### src/hw/rtl/smd_pkg.sv
// ----------------------------------------------------------------------------
// Sorted merge package
// Types, operation codes and defaults shared by the sorted merge block.
// ----------------------------------------------------------------------------
`timescale 1ns / 1ps

package smd_pkg;

    localparam int LIST_DEPTH_DEF = 16;

    localparam logic [1:0] OP_PUSH_A = 2'd0;
    localparam logic [1:0] OP_PUSH_B = 2'd1;
    localparam logic [1:0] OP_MERGE  = 2'd2;

    typedef struct packed {
        logic [1:0]         operation;
        logic signed [31:0] value;
    } t_in_item;

    typedef struct packed {
        logic signed [31:0] value_res;
        logic               last;
    } t_out_item;

    // Controller to datapath
    typedef struct packed {
        logic push_a;
        logic push_b;
        logic load;
        logic rd;
        logic emit;
    } t_dp_cmd;

    // Datapath to controller
    typedef struct packed {
        logic both_empty;
        logic last_pick;
    } t_dp_status;

endpackage

### src/hw/rtl/smd_datapath.sv
// ----------------------------------------------------------------------------
// Sorted merge datapath
// List stores, counts, read cursors, compare and the registered result beat.
// ----------------------------------------------------------------------------
`timescale 1ns / 1ps

module smd_datapath #(
    parameter int LIST_DEPTH = smd_pkg::LIST_DEPTH_DEF
) (
    input  logic               i_clk,
    input  logic               i_rst_n,
    input  smd_pkg::t_dp_cmd   i_cmd,
    input  logic signed [31:0] i_value,
    output smd_pkg::t_dp_status o_status,
    output logic               o_res_valid,
    output smd_pkg::t_out_item o_res
);

    localparam int CW = $clog2(LIST_DEPTH + 1);
    localparam int IW = (LIST_DEPTH > 1) ? $clog2(LIST_DEPTH) : 1;

    logic [31:0] mem_a [LIST_DEPTH];
    logic [31:0] mem_b [LIST_DEPTH];

    logic [CW-1:0] r_cnt_a, r_cnt_b;
    logic [CW-1:0] r_ia, r_ib;
    logic signed [31:0] r_rd_a, r_rd_b;
    logic               r_res_valid;
    smd_pkg::t_out_item r_res;

    logic [CW-1:0] ia_m1, ib_m1;
    logic          take_a;
    logic          last_pick;

    assign ia_m1 = r_ia - CW'(1);
    assign ib_m1 = r_ib - CW'(1);

    // Take A when B is exhausted or A is strictly larger; B wins ties
    assign take_a = (r_ia != '0) && ((r_ib == '0) || (r_rd_a > r_rd_b));
    assign last_pick = take_a ? ((r_ia == CW'(1)) && (r_ib == '0))
                              : ((r_ib == CW'(1)) && (r_ia == '0));

    assign o_status.both_empty = (r_cnt_a == '0) && (r_cnt_b == '0);
    assign o_status.last_pick  = last_pick;

    always_ff @(posedge i_clk) begin
        if (i_cmd.push_a && (r_cnt_a < CW'(LIST_DEPTH))) begin
            mem_a[r_cnt_a[IW-1:0]] <= i_value;
        end
        if (i_cmd.push_b && (r_cnt_b < CW'(LIST_DEPTH))) begin
            mem_b[r_cnt_b[IW-1:0]] <= i_value;
        end
        if (i_cmd.rd && (r_ia != '0)) begin
            r_rd_a <= mem_a[ia_m1[IW-1:0]];
        end
        if (i_cmd.rd && (r_ib != '0)) begin
            r_rd_b <= mem_b[ib_m1[IW-1:0]];
        end
    end

    always_ff @(posedge i_clk) begin
        if (!i_rst_n) begin
            r_cnt_a     <= '0;
            r_cnt_b     <= '0;
            r_ia        <= '0;
            r_ib        <= '0;
            r_res_valid <= 1'b0;
        end else begin
            r_res_valid <= i_cmd.emit;
            // Drop pushes into a full list
            if (i_cmd.push_a && (r_cnt_a < CW'(LIST_DEPTH))) begin
                r_cnt_a <= r_cnt_a + CW'(1);
            end
            if (i_cmd.push_b && (r_cnt_b < CW'(LIST_DEPTH))) begin
                r_cnt_b <= r_cnt_b + CW'(1);
            end
            if (i_cmd.load) begin
                r_ia <= r_cnt_a;
                r_ib <= r_cnt_b;
            end
            if (i_cmd.emit) begin
                if (take_a) begin
                    r_ia <= ia_m1;
                end else begin
                    r_ib <= ib_m1;
                end
                if (last_pick) begin
                    r_cnt_a <= '0;
                    r_cnt_b <= '0;
                end
            end
        end
    end

    always_ff @(posedge i_clk) begin
        if (i_cmd.emit) begin
            r_res.value_res <= take_a ? r_rd_a : r_rd_b;
            r_res.last      <= last_pick;
        end
    end

    assign o_res_valid = r_res_valid;
    assign o_res       = r_res;

endmodule

### src/hw/rtl/smd_ctrl.sv
// ----------------------------------------------------------------------------
// Sorted merge controller
// Decodes commands and sequences the read and emit steps of a merge.
// ----------------------------------------------------------------------------
`timescale 1ns / 1ps

module smd_ctrl (
    input  logic                i_clk,
    input  logic                i_rst_n,
    input  logic                i_start,
    input  logic [1:0]          i_operation,
    input  smd_pkg::t_dp_status i_status,
    output logic                o_busy,
    output smd_pkg::t_dp_cmd    o_cmd
);

    typedef enum logic [2:0] {
        S_IDLE = 3'b001,
        S_READ = 3'b010,
        S_EMIT = 3'b100
    } t_state;

    t_state r_state, n_state;
    logic   accept;

    assign accept = i_start && (r_state == S_IDLE);
    assign o_busy = (r_state != S_IDLE);

    always_comb begin
        n_state = r_state;
        o_cmd   = '0;
        unique case (r_state)
            S_IDLE: begin
                if (accept) begin
                    unique case (i_operation)
                        smd_pkg::OP_PUSH_A: o_cmd.push_a = 1'b1;
                        smd_pkg::OP_PUSH_B: o_cmd.push_b = 1'b1;
                        smd_pkg::OP_MERGE: begin
                            // Nothing stored: no beats at all
                            if (!i_status.both_empty) begin
                                o_cmd.load = 1'b1;
                                n_state    = S_READ;
                            end
                        end
                        default: ;
                    endcase
                end
            end
            S_READ: begin
                o_cmd.rd = 1'b1;
                n_state  = S_EMIT;
            end
            S_EMIT: begin
                o_cmd.emit = 1'b1;
                n_state    = i_status.last_pick ? S_IDLE : S_READ;
            end
            default: n_state = S_IDLE;
        endcase
    end

    always_ff @(posedge i_clk) begin
        if (!i_rst_n) begin
            r_state <= S_IDLE;
        end else begin
            r_state <= n_state;
        end
    end

endmodule

### src/hw/rtl/sorted_merge_descending_core.sv
// A push is stored at acceptance and never raises busy; an accepted merge loads the cursors,
// then alternates READ (store read) and EMIT (compare), each beat registered out of EMIT.
// A merge keeps busy high through its READ and EMIT steps; the last beat shows as busy falls.
// Reset (synchronous, active low) clears both counts and the controller; stores keep contents.
// Results are single-cycle strobes; the receiver cannot stall.
// ----------------------------------------------------------------------------
// Sorted merge descending core
// Two ascending list stores merged into one descending stream of result beats.
// ----------------------------------------------------------------------------
`timescale 1ns / 1ps

module sorted_merge_descending_core #(
    parameter int LIST_DEPTH = smd_pkg::LIST_DEPTH_DEF
) (
    input  logic               i_clk,
    input  logic               i_rst_n,
    input  logic               i_start,
    output logic               o_busy,
    input  smd_pkg::t_in_item  i_in,
    output logic               o_res_valid,
    output smd_pkg::t_out_item o_res
);

    smd_pkg::t_dp_cmd    cmd;
    smd_pkg::t_dp_status status;

    smd_ctrl u_ctrl (
        .i_clk       (i_clk),
        .i_rst_n     (i_rst_n),
        .i_start     (i_start),
        .i_operation (i_in.operation),
        .i_status    (status),
        .o_busy      (o_busy),
        .o_cmd       (cmd)
    );

    smd_datapath #(
        .LIST_DEPTH (LIST_DEPTH)
    ) u_dp (
        .i_clk       (i_clk),
        .i_rst_n     (i_rst_n),
        .i_cmd       (cmd),
        .i_value     (i_in.value),
        .o_status    (status),
        .o_res_valid (o_res_valid),
        .o_res       (o_res)
    );

endmodule

### config.mk
export PLATFORM = sky130hd
export DESIGN_NAME = sorted_merge_descending_core
export DESIGN_NICKNAME = d
export VERILOG_FILES = /design/src/hw/rtl/smd_pkg.sv /design/src/hw/rtl/smd_datapath.sv /design/src/hw/rtl/smd_ctrl.sv /design/src/hw/rtl/sorted_merge_descending_core.sv
export SDC_FILE = /design/constraint.sdc
export NUM_CORES = 1
export LEC_CHECK = 0
export BUFFER_PORTS_ARGS = -buffer_cell sky130_fd_sc_hd__buf_2
export CORE_MARGIN = 1.5
export CORE_UTILIZATION = 56
export DETAILED_ROUTE_END_ITERATION = 7
export PLACE_DENSITY = 0.81
export RECOVER_POWER = 25
export SLEW_MARGIN = 20
export SYNTH_ARGS = -nofsm -noshare
export SYNTH_HDL_FRONTEND = slang
export SYNTH_HIERARCHICAL = 1
export SYNTH_SLANG_ARGS = --single-unit
### constraint.sdc
create_clock -name i_clk -period 6.45 [get_ports i_clk]
set_clock_uncertainty 0.1 [all_clocks]
set_input_delay 1.935 -clock i_clk [delete_from_list [all_inputs] [get_ports i_clk]]
set_output_delay 1.935 -clock i_clk [all_outputs]
set_load 0.01 [all_outputs]
==> flow_metrics.py <==
metrics = {
    "status": {
        "outcome": "finished with violations",
        "violations": "max-capacitance violations, max-slew violations",
    },
    "setup_path": {
        "criticalPathCategory": "in -> reg",
        "arrival_ns": 4.65,
        "path_max_fanout": 32,
        "setup.worst_path.start_class": "primary input",
        "cp.required_ns": 6.64,
        "endpoint_kind": "flip-flop",
    },
    "yosys": {
        "synth_cells": 1872,
        "ys_seq_area_frac": 0.775,
        "synth-edff-count": 1121,
        "syn_area_um2": 44000,
        "yosysTopAreaCellShare": 0.764,
        "synth_ff_type": "edfxtp_1",
        "synth.area.top_cells": "edfxtp_1 (76%), mux4_2 (16%), ha_1 (1.3%)",
        "syn_nets": 1954,
        "synthDistinctLibCells": 58,
        "async_reset_ff_frac": 0,
        "yosysTopAreaCell": "edfxtp_1",
        "syn_avg_cell_area_um2": 23.5,
        "yosysWarnings": 6,
        "synth-seq-cells": 1145,
    },
    "placement": {
        "pre_cts_slack_ns": 1.45,
        "numPortBuffers": 71,
        "dp_cells": 2920,
        "gp_congestion": 0.876,
        "place_area_um2": 45800,
        "dpl.hpwl_um": 60000,
    },
    "floorplanning": {
        "core.rowCount": 102,
        "top_level_ports": 72,
        "die_y_um": 283,
        "initial_core_util": 0.567,
        "die_w_um": 283,
        "die_area_um2": 80300,
        "core_area_um2": 77600,
    },
    "clock_tree": {
        "h-tree-depth": 3,
        "insertion_delay_ns": 0.69,
        "cts.path.max_buffers": 3,
        "clkTransAtPathRegs_ns": 0.07,
        "numCtsBuffers": 106,
        "cts_hold_buf": 0,
        "post_cts_buffers": 0,
        "cts_resized": 0,
        "root_buffer": "clkbuf_16",
        "cts_sinks": 1145,
        "cts_tree": "done",
    },
    "finish": {
        "final_util": 0.641,
        "syn2layout_area_growth_pct": 13.0,
        "multi_input_area_um2": 9680,
        "final_cells": 3139,
        "fillCellCount": 4842,
        "postLayoutCellArea_um2": 49800,
        "seq_area_um2": 34200,
        "drive_gt1_frac": 0.302,
        "finalNetCount": 2091,
    },
    "sta": {
        "timing.fmax_ghz": 0.224,
        "rsz0062_at_grt": "no",
        "finalMaxSlewViolations": 698,
        "relSlewSlack": -0.822,
        "fin_crit_ns": 4.47,
        "finalHoldViolCount": 0,
        "fin_crit_sh": 0.693,
        "setup_tns_ns": 0,
        "worstMarginPinSlew_ns": 2.73,
        "finalSetupViolCount": 0,
        "layout_setup_ws_ns": 1.98,
    },
    "power_and_ir_drop": {
        "powerDensity_nw_per_um2": 295,
        "leakage_nw": 15.2,
        "ir_worst_vdd_mv": 0.281,
    },
    "route": {
        "wl_per_cell_um": 35.0,
        "firstDrtPassIters": 5,
        "drtIter0Drc": 3130,
        "drt-met1-wl_um": 38500,
        "wirelength_um": 110000,
        "wl_met2_um": 53400,
        "drc": 0,
        "viasPerCell": 6.75,
        "dr_wl_met3_um": 15300,
        "vias": 21200,
        "routed.top_layer": "met5",
        "ant_nets": 0,
    },
    "grt": {
        "antenna_found_initial": 11,
        "gr-usage-all-layers": 0.265,
        "first_global_vias": 21200,
        "grt_overflow": 0,
        "grt_pass1_wl_um": 152000,
        "grt_max_degree": 96,
    },
    "run": {
        "maxCapViolCount": 21,
    },
    "min_path": {
        "worst_hold_path_type": "reg -> reg",
    },
}
-- placed cells by master, fill, tap and decap left out, types with 8 or more instances in the layout --
cell type,n
nor2_4,24
a21oi_1,16
inv_1,42
clkbuf_1,54
clkinv_1,17
buf_2,49
buf_4,16
bufinv_16,11
buf_16,17
mux2_1,8
nand4_1,11
mux4_2,320
dfxtp_1,22
edfxtp_1,1121
clkbuf_16,109
nand2_1,24
nor2_1,23
mux2_2,24
mux2i_1,8
ha_1,43
clkinv_2,20
-- worst paths after layout --
check	startpoint	end	slack [ns]	cells after the start
max	i_in[33]	u_dp/mem_b[11][3]	1.98	6
min	u_dp/r_ia[4]	u_dp/r_ia[4]	0.41	2
max reg2reg	u_ctrl/r_state[2]	u_dp/r_ib[2]	2.34	6
min reg2reg	u_dp/r_ia[4]	u_dp/r_ia[4]	0.41	2
-- metrics by stage --
step	total power [mW]	hold WS, ns
finish	14.7	0.406
detailed placement	8.54	0.393
floorplan	8.39	0.363
global placement	8.52	0.378
global route	15.0	0.432
CTS	14.7	0.403
-- where the power goes --
group	internal, mW	switching [mW]
combinational	0.0334	0.168
clock	3.55	2.73
sequential	8.18	0.00912
-- synthesized netlist by cell type, drive strengths merged (2+ instances only) --
cell / number
mux2: 32
nor3: 14
nand3: 7
a21oi: 16
nor2: 48
buf: 24
mux2i: 8
nor3b: 4
xor2: 5
nand2: 24
nand4: 11
inv: 42
nand2b: 6
dfxtp: 24
ha: 45
and2: 6
a21o: 3
and3: 2
nor2b: 6
clkbuf: 58
and4b: 2
a211oi: 6
o21ai: 7
edfxtp: 1121
or3b: 2
a221oi: 3
mux4: 320
a41oi: 2
xnor2: 7
-- kinds of logic (layout without fill, tap and decap cells) --
group,after synthesis,after routing,share of synthesized area
mux,360,360,0.174
compound gates,48,48,0.00810
simple gates,137,137,0.0165
buf+inv,125,350,0.0112
fa+ha+maj,45,45,0.0128
xor+xnor,12,12,0.00239
other cells,0,2,0
flops,1145,1145,0.775
-- state kept, by name, indices dropped and copies added (netlist names) --
name / flops
u_dp/r_cnt_a: 5
u_dp/r_ia: 5
u_dp/mem_a: 512
u_dp/r_ib: 5
u_dp/o_res_valid: 1
u_dp/o_res: 33
u_dp/mem_b: 512
u_ctrl/r_state: 3
u_dp/r_cnt_b: 5
u_dp/r_rd_b: 32
u_dp/r_rd_a: 32
-- layout make-up --
cell class	count	share of cell area
Multi-Input combinational cell	602	0.194
Antenna cell	2	0.000101
Clock buffer	140	0.0571
Sequential cell	1145	0.686
Tap cell	1040	0.0261
Clock inverter	56	0.0120
Timing Repair Buffer	111	0.0209
Inverter	43	0.00324
-- metal layers --
metal,global-route usage,vias to the layer above
met5,0,-
met4,0.0568,12
met3,0.0980,199
met2,0.407,1656
met1,0.370,11100
li1,-,8202
-- critical path, cell delays in order --
cell and delay, ns:
buf_2 0.12, nor3b_2 0.16, and2_1 0.36, nor2b_1 0.62, nand2_1 0.44, nor2_4 0.98
(Power assumes the default switching activity.)
